[src/sv/ptp_pkg.sv]
// shared types and constants of the properties text parser
`timescale 1ns / 1ps
package ptp_pkg;

  localparam int unsigned QueueDepthDef = 4;

  localparam logic [7:0] ChrHash   = 8'h23;
  localparam logic [7:0] ChrBang   = 8'h21;
  localparam logic [7:0] ChrEq     = 8'h3D;
  localparam logic [7:0] ChrColon  = 8'h3A;
  localparam logic [7:0] ChrU      = 8'h75;
  localparam logic [7:0] ChrSpace  = 8'h20;
  localparam logic [7:0] ChrTab    = 8'h09;
  localparam logic [7:0] ChrLf     = 8'h0A;
  localparam logic [7:0] ChrCr     = 8'h0D;
  localparam logic [7:0] ChrBslash = 8'h5C;
  localparam logic [15:0] AsciiLimit = 16'd128;

  typedef enum logic [2:0] {
    KIND_KEY_BYTE   = 3'd0,
    KIND_KEY_END    = 3'd1,
    KIND_VALUE_BYTE = 3'd2,
    KIND_VALUE_END  = 3'd3,
    KIND_ERROR      = 3'd4,
    KIND_STREAM_END = 3'd5
  } kind_e;

  typedef enum logic [2:0] {
    ERR_EOF_KEY     = 3'd0,
    ERR_BREAK_KEY   = 3'd1,
    ERR_EOF_ESCAPE  = 3'd2,
    ERR_EOF_UNICODE = 3'd3,
    ERR_BAD_HEX     = 3'd4,
    ERR_NON_ASCII   = 3'd5
  } err_e;

  // classified input word
  typedef struct packed {
    logic [7:0] chr;
    logic       eof;
    logic       blank;
    logic       brk;
    logic       lf;
    logic       cr;
    logic       delim;
    logic       cmt;
    logic       bslash;
    logic       u_chr;
    logic       hex_ok;
    logic [3:0] hex_val;
  } tok_t;

  typedef struct packed {
    logic [2:0] kind;
    logic [7:0] out_byte;
    logic [2:0] error_code;
    logic       final_res;
  } res_t;

endpackage

[src/sv/ptp_in_if.sv]
// input channel: raw text bytes and end marker
`timescale 1ns / 1ps
interface ptp_in_if;
  logic       valid;
  logic       ready;
  logic [7:0] in_byte;
  logic       end_marker;

  modport source (output valid, output in_byte, output end_marker, input ready);
  modport sink (input valid, input in_byte, input end_marker, output ready);
endinterface

[src/sv/ptp_out_if.sv]
// output channel: parse results
`timescale 1ns / 1ps
interface ptp_out_if;
  logic       valid;
  logic       ready;
  logic [2:0] kind;
  logic [7:0] out_byte;
  logic [2:0] error_code;
  logic       final_res;

  modport source (output valid, output kind, output out_byte, output error_code,
                  output final_res, input ready);
  modport sink (input valid, input kind, input out_byte, input error_code,
                input final_res, output ready);
endinterface

[src/sv/ptp_front.sv]
// front stage: accepts input words and classifies each byte
`timescale 1ns / 1ps
module ptp_front (
  input  logic            clk_i,
  input  logic            rst_ni,
  ptp_in_if.sink          in_i,
  output logic            tok_valid_o,
  output ptp_pkg::tok_t   tok_o,
  input  logic            tok_ready_i
);

  logic          valid_q, valid_d;
  ptp_pkg::tok_t tok_q;
  ptp_pkg::tok_t cls;
  logic          accept;
  logic [7:0]    c;

  assign in_i.ready  = !valid_q || tok_ready_i;
  assign accept      = in_i.valid && in_i.ready;
  assign tok_valid_o = valid_q;
  assign tok_o       = tok_q;
  assign c           = in_i.in_byte;

  always_comb begin
    cls         = '0;
    cls.chr     = c;
    cls.eof     = in_i.end_marker;
    cls.blank   = (c == ptp_pkg::ChrSpace) || (c == ptp_pkg::ChrTab);
    cls.lf      = (c == ptp_pkg::ChrLf);
    cls.cr      = (c == ptp_pkg::ChrCr);
    cls.brk     = cls.lf || cls.cr;
    cls.delim   = (c == ptp_pkg::ChrEq) || (c == ptp_pkg::ChrColon);
    cls.cmt     = (c == ptp_pkg::ChrHash) || (c == ptp_pkg::ChrBang);
    cls.bslash  = (c == ptp_pkg::ChrBslash);
    cls.u_chr   = (c == ptp_pkg::ChrU);
    if (c >= 8'h30 && c <= 8'h39) begin
      cls.hex_ok  = 1'b1;
      cls.hex_val = c[3:0];
    end else if ((c >= 8'h41 && c <= 8'h46) || (c >= 8'h61 && c <= 8'h66)) begin
      // letters a..f share low bits 1..6
      cls.hex_ok  = 1'b1;
      cls.hex_val = 4'd9 + c[3:0];
    end
  end

  always_comb begin
    if (accept) begin
      valid_d = 1'b1;
    end else if (tok_ready_i) begin
      valid_d = 1'b0;
    end else begin
      valid_d = valid_q;
    end
  end

  always_ff @(posedge clk_i or negedge rst_ni) begin
    if (!rst_ni) begin
      valid_q <= 1'b0;
    end else begin
      valid_q <= valid_d;
    end
  end

  always_ff @(posedge clk_i) begin
    if (accept) begin
      tok_q <= cls;
    end
  end

endmodule

[src/sv/ptp_queue.sv]
// short queue of classified words between front and back
`timescale 1ns / 1ps
module ptp_queue #(
  parameter int unsigned Depth = ptp_pkg::QueueDepthDef
) (
  input  logic          clk_i,
  input  logic          rst_ni,
  input  logic          push_i,
  input  ptp_pkg::tok_t push_tok_i,
  output logic          push_ready_o,
  output logic          pop_valid_o,
  output ptp_pkg::tok_t pop_tok_o,
  input  logic          pop_i
);

  localparam int unsigned PtrW = (Depth > 1) ? $clog2(Depth) : 1;
  localparam int unsigned CntW = $clog2(Depth + 1);

  ptp_pkg::tok_t mem_q [Depth];
  logic [PtrW-1:0] wr_ptr_q, wr_ptr_d, rd_ptr_q, rd_ptr_d;
  logic [CntW-1:0] cnt_q, cnt_d;
  logic do_push, do_pop;

  assign push_ready_o = (cnt_q != CntW'(Depth));
  assign pop_valid_o  = (cnt_q != '0);
  assign pop_tok_o    = mem_q[rd_ptr_q];
  assign do_push      = push_i && push_ready_o;
  assign do_pop       = pop_i && pop_valid_o;

  always_comb begin
    wr_ptr_d = wr_ptr_q;
    rd_ptr_d = rd_ptr_q;
    cnt_d    = cnt_q;
    if (do_push) begin
      wr_ptr_d = (wr_ptr_q == PtrW'(Depth - 1)) ? '0 : wr_ptr_q + 1'b1;
    end
    if (do_pop) begin
      rd_ptr_d = (rd_ptr_q == PtrW'(Depth - 1)) ? '0 : rd_ptr_q + 1'b1;
    end
    if (do_push && !do_pop) begin
      cnt_d = cnt_q + 1'b1;
    end else if (do_pop && !do_push) begin
      cnt_d = cnt_q - 1'b1;
    end
  end

  always_ff @(posedge clk_i or negedge rst_ni) begin
    if (!rst_ni) begin
      wr_ptr_q <= '0;
      rd_ptr_q <= '0;
      cnt_q    <= '0;
    end else begin
      wr_ptr_q <= wr_ptr_d;
      rd_ptr_q <= rd_ptr_d;
      cnt_q    <= cnt_d;
    end
  end

  always_ff @(posedge clk_i) begin
    if (do_push) begin
      mem_q[wr_ptr_q] <= push_tok_i;
    end
  end

endmodule

[src/sv/ptp_back.sv]
// back stage: parse state machine and output register
`timescale 1ns / 1ps
module ptp_back (
  input  logic          clk_i,
  input  logic          rst_ni,
  input  logic          tok_valid_i,
  input  ptp_pkg::tok_t tok_i,
  output logic          tok_pop_o,
  ptp_out_if.source     out_o
);

  typedef enum logic [10:0] {
    S_BEFORE_KEY  = 11'b00000000001,
    S_COMMENT     = 11'b00000000010,
    S_KEY         = 11'b00000000100,
    S_KEY_SPACE   = 11'b00000001000,
    S_DELIM_SPACE = 11'b00000010000,
    S_VALUE       = 11'b00000100000,
    S_ESCAPE      = 11'b00001000000,
    S_UNICODE     = 11'b00010000000,
    S_CR_CONT     = 11'b00100000000,
    S_CONT_SPACE  = 11'b01000000000,
    S_DONE        = 11'b10000000000
  } mode_e;

  mode_e        mode_q, mode_d;
  logic         esc_key_q, esc_key_d;
  logic [15:0]  acc_q, acc_d;
  logic [2:0]   cnt_q, cnt_d;
  logic         res_v;
  ptp_pkg::res_t res;
  logic         out_valid_q, out_valid_d;
  ptp_pkg::res_t out_q;
  logic         pop;
  logic         go;
  logic [15:0]  acc_n;
  logic [2:0]   cnt_n;

  function automatic ptp_pkg::res_t mk(input ptp_pkg::kind_e k, input logic [7:0] b,
                                       input ptp_pkg::err_e e, input logic f);
    ptp_pkg::res_t r;
    r.kind       = k;
    r.out_byte   = b;
    r.error_code = e;
    r.final_res  = f;
    return r;
  endfunction

  assign pop       = tok_valid_i && (!out_valid_q || out_o.ready);
  assign tok_pop_o = pop;

  // pass-through modes chain into the next one within the same word
  always_comb begin
    mode_d    = mode_q;
    esc_key_d = esc_key_q;
    acc_d     = acc_q;
    cnt_d     = cnt_q;
    res_v     = 1'b0;
    res       = '0;
    go        = 1'b1;
    acc_n     = {acc_q[11:0], tok_i.hex_val};
    cnt_n     = cnt_q + 3'd1;
    for (int i = 0; i < 4; i++) begin
      if (go) begin
        case (mode_d)
          S_BEFORE_KEY: begin
            if (tok_i.eof) begin
              mode_d = S_DONE;
              res_v  = 1'b1;
              res    = mk(ptp_pkg::KIND_STREAM_END, '0, ptp_pkg::ERR_EOF_KEY, 1'b1);
              go     = 1'b0;
            end else if (tok_i.blank || tok_i.brk) begin
              go = 1'b0;
            end else if (tok_i.cmt) begin
              mode_d = S_COMMENT;
              go     = 1'b0;
            end else begin
              mode_d = S_KEY;
            end
          end
          S_COMMENT: begin
            if (tok_i.eof) begin
              mode_d = S_DONE;
              res_v  = 1'b1;
              res    = mk(ptp_pkg::KIND_STREAM_END, '0, ptp_pkg::ERR_EOF_KEY, 1'b1);
            end else if (tok_i.brk) begin
              mode_d = S_BEFORE_KEY;
            end
            go = 1'b0;
          end
          S_KEY: begin
            res_v = 1'b1;
            if (tok_i.eof) begin
              mode_d = S_DONE;
              res    = mk(ptp_pkg::KIND_ERROR, '0, ptp_pkg::ERR_EOF_KEY, 1'b1);
            end else if (tok_i.bslash) begin
              res_v     = 1'b0;
              esc_key_d = 1'b1;
              mode_d    = S_ESCAPE;
            end else if (tok_i.brk) begin
              mode_d = S_DONE;
              res    = mk(ptp_pkg::KIND_ERROR, '0, ptp_pkg::ERR_BREAK_KEY, 1'b1);
            end else if (tok_i.delim) begin
              mode_d = S_DELIM_SPACE;
              res    = mk(ptp_pkg::KIND_KEY_END, '0, ptp_pkg::ERR_EOF_KEY, 1'b0);
            end else if (tok_i.blank) begin
              mode_d = S_KEY_SPACE;
              res    = mk(ptp_pkg::KIND_KEY_END, '0, ptp_pkg::ERR_EOF_KEY, 1'b0);
            end else begin
              res = mk(ptp_pkg::KIND_KEY_BYTE, tok_i.chr, ptp_pkg::ERR_EOF_KEY, 1'b0);
            end
            go = 1'b0;
          end
          S_KEY_SPACE: begin
            if (!tok_i.eof && tok_i.blank) begin
              go = 1'b0;
            end else if (!tok_i.eof && tok_i.delim) begin
              mode_d = S_DELIM_SPACE;
              go     = 1'b0;
            end else begin
              mode_d = S_VALUE;
            end
          end
          S_DELIM_SPACE: begin
            if (!tok_i.eof && tok_i.blank) begin
              go = 1'b0;
            end else begin
              mode_d = S_VALUE;
            end
          end
          S_VALUE: begin
            res_v = 1'b1;
            if (tok_i.eof) begin
              mode_d = S_DONE;
              res    = mk(ptp_pkg::KIND_VALUE_END, '0, ptp_pkg::ERR_EOF_KEY, 1'b1);
            end else if (tok_i.brk) begin
              mode_d = S_BEFORE_KEY;
              res    = mk(ptp_pkg::KIND_VALUE_END, '0, ptp_pkg::ERR_EOF_KEY, 1'b0);
            end else if (tok_i.bslash) begin
              res_v     = 1'b0;
              esc_key_d = 1'b0;
              mode_d    = S_ESCAPE;
            end else begin
              res = mk(ptp_pkg::KIND_VALUE_BYTE, tok_i.chr, ptp_pkg::ERR_EOF_KEY, 1'b0);
            end
            go = 1'b0;
          end
          S_ESCAPE: begin
            if (tok_i.eof) begin
              mode_d = S_DONE;
              res_v  = 1'b1;
              res    = mk(ptp_pkg::KIND_ERROR, '0, ptp_pkg::ERR_EOF_ESCAPE, 1'b1);
            end else if (tok_i.u_chr) begin
              acc_d  = '0;
              cnt_d  = '0;
              mode_d = S_UNICODE;
            end else if (tok_i.lf) begin
              mode_d = S_CONT_SPACE;
            end else if (tok_i.cr) begin
              mode_d = S_CR_CONT;
            end else begin
              mode_d = esc_key_d ? S_KEY : S_VALUE;
              res_v  = 1'b1;
              res    = mk(esc_key_d ? ptp_pkg::KIND_KEY_BYTE : ptp_pkg::KIND_VALUE_BYTE,
                          tok_i.chr, ptp_pkg::ERR_EOF_KEY, 1'b0);
            end
            go = 1'b0;
          end
          S_UNICODE: begin
            if (tok_i.eof) begin
              mode_d = S_DONE;
              res_v  = 1'b1;
              res    = mk(ptp_pkg::KIND_ERROR, '0, ptp_pkg::ERR_EOF_UNICODE, 1'b1);
            end else if (!tok_i.hex_ok) begin
              mode_d = S_DONE;
              res_v  = 1'b1;
              res    = mk(ptp_pkg::KIND_ERROR, '0, ptp_pkg::ERR_BAD_HEX, 1'b1);
            end else begin
              acc_d = acc_n;
              cnt_d = cnt_n;
              if (cnt_n >= 3'd4) begin
                cnt_d = '0;
                res_v = 1'b1;
                if (acc_n >= ptp_pkg::AsciiLimit) begin
                  mode_d = S_DONE;
                  res    = mk(ptp_pkg::KIND_ERROR, '0, ptp_pkg::ERR_NON_ASCII, 1'b1);
                end else begin
                  mode_d = esc_key_d ? S_KEY : S_VALUE;
                  res    = mk(esc_key_d ? ptp_pkg::KIND_KEY_BYTE
                                        : ptp_pkg::KIND_VALUE_BYTE,
                              acc_n[7:0], ptp_pkg::ERR_EOF_KEY, 1'b0);
                end
              end
            end
            go = 1'b0;
          end
          S_CR_CONT: begin
            mode_d = S_CONT_SPACE;
            if (!tok_i.eof && tok_i.lf) begin
              go = 1'b0;
            end
          end
          S_CONT_SPACE: begin
            if (!tok_i.eof && tok_i.blank) begin
              go = 1'b0;
            end else begin
              mode_d = esc_key_d ? S_KEY : S_VALUE;
            end
          end
          default: begin
            go = 1'b0;
          end
        endcase
      end
    end
  end

  always_comb begin
    if (pop && res_v) begin
      out_valid_d = 1'b1;
    end else if (out_o.ready) begin
      out_valid_d = 1'b0;
    end else begin
      out_valid_d = out_valid_q;
    end
  end

  always_ff @(posedge clk_i or negedge rst_ni) begin
    if (!rst_ni) begin
      mode_q      <= S_BEFORE_KEY;
      esc_key_q   <= 1'b0;
      acc_q       <= '0;
      cnt_q       <= '0;
      out_valid_q <= 1'b0;
    end else begin
      out_valid_q <= out_valid_d;
      if (pop) begin
        mode_q    <= mode_d;
        esc_key_q <= esc_key_d;
        acc_q     <= acc_d;
        cnt_q     <= cnt_d;
      end
    end
  end

  always_ff @(posedge clk_i) begin
    if (pop && res_v) begin
      out_q <= res;
    end
  end

  assign out_o.valid      = out_valid_q;
  assign out_o.kind       = out_q.kind;
  assign out_o.out_byte   = out_q.out_byte;
  assign out_o.error_code = out_q.error_code;
  assign out_o.final_res  = out_q.final_res;

endmodule

[src/sv/properties_text_parser.sv]
// top level of the properties text parser
//
// in_i carries one text byte per word, or an end marker with no byte.
// out_o carries at most one result per input word: key bytes, key end,
// value bytes, value end, an error or the stream end; final_res marks the
// last result of the stream, after which input words are taken and dropped
// until reset.
// Throughput is one input word per cycle while the receiver takes results;
// the parse state machine in the back stage resolves each word, including
// chained whitespace and line continuation steps, combinationally.
// A word passes through the classify register of the front, a queue slot
// and the output register of the back stage, in that order, and may wait
// at any of them while the receiver stalls.
// The queue (QueueDepth words) lets the front keep accepting while the back
// waits on a stalled receiver; once the queue and the front register fill
// behind a held output register, in_i ready drops. A result held in the
// output register stays until taken.
// Reset clears the parse mode to "before key", the queue and all valid
// flags; no clearing pass is needed.
`timescale 1ns / 1ps
module properties_text_parser #(
  parameter int unsigned QueueDepth = ptp_pkg::QueueDepthDef
) (
  input  logic      clk_i,
  input  logic      rst_ni,
  ptp_in_if.sink    in_i,
  ptp_out_if.source out_o
);

  logic          f_valid, f_ready;
  ptp_pkg::tok_t f_tok;
  logic          q_valid, q_pop;
  ptp_pkg::tok_t q_tok;

  ptp_front u_front (
    .clk_i       (clk_i),
    .rst_ni      (rst_ni),
    .in_i        (in_i),
    .tok_valid_o (f_valid),
    .tok_o       (f_tok),
    .tok_ready_i (f_ready)
  );

  ptp_queue #(
    .Depth (QueueDepth)
  ) u_queue (
    .clk_i        (clk_i),
    .rst_ni       (rst_ni),
    .push_i       (f_valid),
    .push_tok_i   (f_tok),
    .push_ready_o (f_ready),
    .pop_valid_o  (q_valid),
    .pop_tok_o    (q_tok),
    .pop_i        (q_pop)
  );

  ptp_back u_back (
    .clk_i       (clk_i),
    .rst_ni      (rst_ni),
    .tok_valid_i (q_valid),
    .tok_i       (q_tok),
    .tok_pop_o   (q_pop),
    .out_o       (out_o)
  );

endmodule

[src/flat_wrapper.sv]
// flat-port wrapper written by rule: the top's interface ports become plain ports
module properties_text_parser_flat 
#(
  parameter int unsigned QueueDepth = ptp_pkg::QueueDepthDef
)
  (clk_i, rst_ni, in_i_valid, in_i_in_byte, in_i_end_marker, in_i_ready, out_o_valid, out_o_kind, out_o_out_byte, out_o_error_code, out_o_final_res, out_o_ready);
  ptp_in_if in_i_i ();
  ptp_out_if out_o_i ();
  input  logic clk_i;
  input  logic rst_ni;
  input wire logic [$bits(in_i_i.valid)-1:0] in_i_valid;
  input wire logic [$bits(in_i_i.in_byte)-1:0] in_i_in_byte;
  input wire logic [$bits(in_i_i.end_marker)-1:0] in_i_end_marker;
  output wire logic [$bits(in_i_i.ready)-1:0] in_i_ready;
  output wire logic [$bits(out_o_i.valid)-1:0] out_o_valid;
  output wire logic [$bits(out_o_i.kind)-1:0] out_o_kind;
  output wire logic [$bits(out_o_i.out_byte)-1:0] out_o_out_byte;
  output wire logic [$bits(out_o_i.error_code)-1:0] out_o_error_code;
  output wire logic [$bits(out_o_i.final_res)-1:0] out_o_final_res;
  input wire logic [$bits(out_o_i.ready)-1:0] out_o_ready;
  assign in_i_i.valid = in_i_valid;
  assign in_i_i.in_byte = in_i_in_byte;
  assign in_i_i.end_marker = in_i_end_marker;
  assign in_i_ready = in_i_i.ready;
  assign out_o_valid = out_o_i.valid;
  assign out_o_kind = out_o_i.kind;
  assign out_o_out_byte = out_o_i.out_byte;
  assign out_o_error_code = out_o_i.error_code;
  assign out_o_final_res = out_o_i.final_res;
  assign out_o_i.ready = out_o_ready;
  properties_text_parser #(.QueueDepth(QueueDepth)) u_core (.clk_i(clk_i), .rst_ni(rst_ni), .in_i(in_i_i), .out_o(out_o_i));
endmodule
[config.mk]
export PLATFORM = sky130hd
export DESIGN_NAME = properties_text_parser_flat
export DESIGN_NICKNAME = d
export VERILOG_FILES = /design/src/sv/ptp_pkg.sv /design/src/sv/ptp_in_if.sv /design/src/sv/ptp_out_if.sv /design/src/sv/ptp_front.sv /design/src/sv/ptp_queue.sv /design/src/sv/ptp_back.sv /design/src/sv/properties_text_parser.sv /design/src/flat_wrapper.sv
export SDC_FILE = /design/constraint.sdc
export NUM_CORES = 1
export LEC_CHECK = 0
export BUFFER_PORTS_ARGS = -buffer_cell sky130_fd_sc_hd__buf_4
export CORE_MARGIN = 1.5
export CORE_UTILIZATION = 62
export DETAILED_ROUTE_END_ITERATION = 8
export HOLD_SLACK_MARGIN = 0.02
export PLACE_DENSITY = 0.78
export SETUP_SLACK_MARGIN = 0.4
export SLEW_MARGIN = 15
export SYNTH_ARGS = -nofsm -noshare
export SYNTH_HDL_FRONTEND = slang
export SYNTH_SLANG_ARGS = --single-unit
[constraint.sdc]
create_clock -name clk_i -period 5.2 [get_ports clk_i]
set_clock_uncertainty 0.2 [all_clocks]
set_input_delay 0.78 -clock clk_i [delete_from_list [all_inputs] [get_ports clk_i]]
set_output_delay 0.78 -clock clk_i [all_outputs]
set_load 0.03 [all_outputs]
======== Word-level counts from Yosys, hierarchy flattened ========
Memory sizes are Yosys's and may differ from the RTL's.
Cells that the tools add are included.
storage, ports and cells
  bits in registers ....................... 77
  memory bits (writable) .................. 88
  input bits .............................. 13
  output and inout bits ................... 17
  word-level logic and storage cells ...... 446
  memories kept ........................... 1
cells by class
  add/sub/neg operators ................... 6
  magnitude comparators ................... 8
  equality and inequality tests ........... 53
  multiplexer cells ....................... 316
  reduce and logical (&&, ||, !) cells .... 37
memories
  name                  words  bits a word  read ports  clocked after Yosys merged registers in  write ports  line             source
  u_core.u_queue.mem_q  4      22           1           0                                        1            ptp_queue.sv:19  ptp_pkg::tok_t mem_q [Depth];
operators with widths
  cell                  number
  $mux 11               83
  $mux 15               55
  $pmux 11 s10          4
  $mux 16               19
  $pmux 15 s5           4
  $pmux 16 s2           4
  $mux 14               6
  $mux 10               8
  $mux 1                77
  $mux 3                23
  $eq 11x1->1 const B   4
  $eq 11x10->1 const B  4
  $eq 11x2->1 const B   4
  $eq 11x3->1 const B   4
  $eq 11x4->1 const B   4
  $eq 11x5->1 const B   4
  $eq 11x6->1 const B   4
  $eq 11x7->1 const B   4
  $eq 11x8->1 const B   4
  $eq 11x9->1 const B   4
  $eq 8x6->1 const B    5
  $mux 9                4
  $mux 6                5
  $eq 8x4->1 const B    3
  27 further kinds      80

======== Longest topological paths before layout ========
An unclocked memory read counts as a cell.
  word-level depth ........................ 28
  depth in mapped cells ................... 16

======== Cells and area by module ========
Synthesis repeated with hierarchy kept, for this count alone.
second synthesis, totals
  cells, all modules ...................... 823
  area total of the unflattened synthesis .. 9218.8 um2
modules (own cells, without submodules)
  module     instances  cells each  area an instance (um2)  seq. area each (um2)
  ptp_back   1          600         4595.7                  1152.4
  ptp_queue  1          151         3608.5                  2817.7
  ptp_front  1          72          1014.7                  685.7

======== Least setup slack after synthesis ========
OpenSTA, ideal clock, no wires.
  kind .................................... reg-to-reg
  start ................................... register u_core.u_back.mode_q[0]
  end ..................................... register u_core.u_back.out_q, in the netlist u_core.u_back.out_o.error_code[0], enable pin
  arrival time ............................ 3632 ps
  required time ........................... 4628 ps
  setup slack ............................. 996 ps
  stages on the path, launching flop included .. 13
  path buffers ............................ 1
  period minus slack after synthesis ...... 4204 ps
  path through ............................ dfstp_2 -> buf_2 -> or4b_2 -> or4_4 -> o21ai_1 -> a211oi_4 -> nor4_4 -> nand4_1 -> o211ai_2 -> nand4b_1 -> o21ai_0 -> nand3_1 -> and3_1
on the way
  cells in the longest elaborated chain, start to end .. 25
  elaborated cells on any way between the ends .. 159
ends and longest elaborated chain
  element                                            line             source
  from (decl)                                        ptp_back.sv:26   mode_e mode_q, mode_d;
  from (signal assigned)                             ptp_back.sv:238  mode_q <= mode_d;
  $mux 11                                            ptp_back.sv:106  end else if (tok_i.blank) begin
  $mux 11                                            ptp_back.sv:103  end else if (tok_i.delim) begin
  $mux 11                                            ptp_back.sv:100  end else if (tok_i.brk) begin
  $mux 11                                            ptp_back.sv:96   end else if (tok_i.bslash) begin
  $mux 11                                            ptp_back.sv:93   if (tok_i.eof) begin
  $pmux 11 s10                                       ptp_back.sv:65   case (mode_d)
  $mux 11                                            ptp_back.sv:106
  $mux 11                                            ptp_back.sv:103
  [... 9 more ...]                                   --
  $mux 11                                            ptp_back.sv:93
  $pmux 11 s10                                       ptp_back.sv:65
  $mux 11                                            ptp_back.sv:64   if (go) begin
  $eq 11x2->1 / $eq 11x1->1 (equally long branches)  ptp_back.sv:65
  $reduce_or 2->1 (no line)                          --
  $pmux 1 s5                                         ptp_back.sv:65
  $mux 1 *                                           ptp_back.sv:64
  $logic_and 1x1->1 *                                ptp_back.sv:247  if (pop && res_v) begin
  to (signal assigned)                               ptp_back.sv:248  out_q <= res;
  to (decl)                                          ptp_back.sv:33   ptp_pkg::res_t out_q;
Every way passes the cells marked *; elsewhere a longest branch is shown, timed or not.
A chain may end at the register's enable or synchronous reset.

==> results.toml <==
[die]
ioPinCount = 30
die-area_mm2 = 0.0146
core-area_mm2 = 0.0134
die_h_um = 121
rows = 42
fp.dieW_um = 121
start_util_pct = 64.2

[clock_network]
insertion_delay_ps = 430
cts_tree = "done"
htree_levels = 4
cts_buffers = 17
clkSinkCount = 161
clockBufferDepth = 2
path_clk_slew_ps = 70
root_buffer = "clkbuf_16"
ctsHoldBuffers = 0

[sta]
slew_violations = 0
hold_violations = 0
rsz0062_at_grt = "no"
setup_viol = 0
slew_headroom_pct = 22.1
setup_tns_ps = 0
max_freq_ghz = 0.213
timing.final.crit_share_pct = 90.4
worst_slew_pin_slew_ps = 1170
finalCriticalPeriod_ps = 4700

[critical_path]
path_common_cell = "buf_4"
start_kind = "flop"
cp_max_fo = 10
cpPeakStageDelay_ps = 610
worstPathRequired_ps = 5290
crit_path_end_kind = "flop"
critPathKind = "reg -> reg"
cp_slowest_cell = "mux4_2"
path_cells = "buf_4 > mux4_2 > nor2_1 > nand2_1 > o2bb2ai_4 > a211oi_4 > buf_4 > nor4_4 > nand4_1 > o211ai_4 > nand4b_1 > a2111oi_4 > or2_4 > a221o_1"
worstPathArrival_ps = 4790

[route]
vias = 7307
wl_per_cell_um = 27.4
vias_per_cell = 7.35
ant_nets = 0
wl_mm = 27.2
drtIter0Drc = 1256
drt-pass1-iter-count = 8
drc = 0

[yosys]
ys_warn_count = 0
synthCells = 727
ys_types = 90
ys_seq_area_share_pct = 54.1
syn_avg_cell_area_um2 = 11.8
synth_top_area_share_pct = 43.6
synth_edf_count = 125
ys.flop_type = "edfxtp_1"
synth_seq_cells = 161
syn_nets = 753
async_reset_ff_share_pct = 22.4
synth_top_cells_by_area = "edfxtp_1, dfrtp_1, mux4_2"
synth_top_area_cell = "edfxtp_1"
synth_area_mm2 = 0.00861

[finish]
layout.nets = 831
syn_to_final_growth_pct = 16.3
antenna_cells = 0
drive_above_1_share_pct = 23.3
final_cell_mix = "edfxtp_1, buf_4, nor2_1, nand2_1, a21oi_1"
layout_commonest_cell = "edfxtp_1"

[place]
numPortBuffers = 29
dp_hpwl_mm = 19.3
gp_congestion = 0.977

[power]
p_int_w = 0.00339
power_w = 0.00581
p_leak_nw = 3.71
p_comb_share_pct = 45.4
power_frac_clock_pct = 21.2
p_sw_w = 0.00242
p_per_area_mw_per_mm2 = 581
ir_drop_mv = 0.411
seqPwrFrac_pct = 33.4
switching_share_pct = 41.6

[global_routing]
grt_antenna_before_repair = 1
grtUsageMet3_pct = 12.7
grt_remaining_overflow = 0
grt_pass1_vias = 7086
busiest_layer = "met2"
grt_pass1_wl_mm = 41.0
grt_max_degree = 37
track_usage_pct = 38.6
met1_usage_pct = 50.5
use_met2_pct = 58.8

[job]
max-cap-violations = 0

[status]
outcome = "complete, no violations"

[hold_path]
hp-class = "in -> async"
-- flip-flops by register name (all words and copies together) (netlist names), 2 cells and up --
register                        count
u_core.u_back.out_o.kind            3
u_core.u_queue.rd_ptr_q             2
u_core.u_back.out_o.out_byte        8
u_core.u_back.cnt_q                 3
u_core.u_queue.cnt_q                3
u_core.u_back.acc_q                12
u_core.u_queue.wr_ptr_q             2
u_core.u_queue.mem_q               88
u_core.u_back.out_o.error_code      3
u_core.u_back.mode_q               11
u_core.u_front.tok_o               22
-- layout make-up --
type                    count  area (um2)
fillers                   824        3390
inverters                  19        71.3
multi-input cells         515        3790
well taps                 176         220
clock buffers              23         489
clock inverters             9        96.3
flip-flops and latches    161        4660
repair buffers             91         691
-- worst paths after layout --
| check | startpoint | endpoint | slack [ps] | cells past startpoint |
|---|---|---|---|---|
| setup / recovery | u_core.u_queue.rd_ptr_q[0] | u_core.u_back.out_o.out_byte[2] | 500 | 14 |
| min in group clk_i | u_core.u_front.tok_o[13] | u_core.u_queue.mem_q[1][13] | 300 | 0 |
| max in group asynchronous | rst_ni | u_core.u_back.mode_q[0] | 4270 | 1 |
| hold reg to reg | u_core.u_front.tok_o[13] | u_core.u_queue.mem_q[1][13] | 300 | 0 |
| hold / removal | rst_ni | u_core.u_queue.cnt_q[1] | 130 | 1 |
| setup reg to reg | u_core.u_queue.rd_ptr_q[0] | u_core.u_back.out_o.out_byte[2] | 500 | 14 |
-- cell families (layout without fill, tap and decap cells) --
kind of cell	after synthesis	after routing	synth area share [%]
adder cells (fa/ha/maj)	13	13	1.98
flip-flops	161	161	54.1
XOR/XNOR	7	7	0.712
AO/OA/AOI/OAI	172	172	14.1
multiplexers	33	33	6.96
AND/OR/NAND/NOR	290	290	19.4
buffers and inverters	51	142	2.70
-- cells in the mapped netlist, types with 7 or more instances --
library cell / number
o22ai_1: 7
nor2_1: 65
a31oi_1: 11
clkbuf_1: 14
nor4_1: 15
nand2_1: 51
edfxtp_1: 125
ha_1: 12
dfrtp_1: 35
and3_1: 11
nand3_1: 25
and2_1: 10
o21ai_0: 38
mux4_2: 21
nand4_1: 16
a21oi_1: 39
nand2b_1: 11
a22o_1: 15
nor3_1: 26
buf_2: 10
mux2i_1: 7
inv_1: 19
-- per-layer routing --
metal	part of all wire [%]	wire length [um]
met1	37	10100
met2	45	12200
met3	12	3260
met4	6.1	1660
met5	0.14	37
-- power by group through the flow --
stage	combinational (W)	sequential, W	clock [W]
2_1_floorplan	0.00160	0.00190	0
3_3_place_gp	0.00240	0.00191	0
3_5_place_dp	0.00243	0.00195	0
4_1_cts	0.00246	0.00193	0.00124
5_1_grt	0.00275	0.00195	0.00128
6_report	0.00264	0.00194	0.00123
-- what timing repair did --
item / in CTS / in global routing
resized for setup: 1 / 11
setup endpoints to repair: 15 / 28
pin swaps: 0 / 1
setup buffers: 0 / 4
-- through the flow --
| step | cell area, um2 | instances | setup WS (ps) | util [%] | hold WS (ps) |
|---|---|---|---|---|---|
| finish | 10000 | 994 | 498 | 74.7 | 129 |
| global route | 10000 | 994 | 393 | 74.7 | 160 |
| CTS | 9900 | 989 | 448 | 73.9 | 140 |
| detailed placement | 9310 | 957 | 325 | 69.5 | 285 |
| global placement | 9310 | 957 | 458 | 69.5 | 267 |
| floorplan | 8610 | 727 | 996 | - | 259 |
-- worst max-delay path: cells and delay by family, from the launching register on --
family          cells  cell delay [ps]
compound gates      5             1360
mux                 1              610
simple gates        6             1560
buf+inv             2              430
flops               1              390
Note: power is estimated with default switching activity, not from simulation.
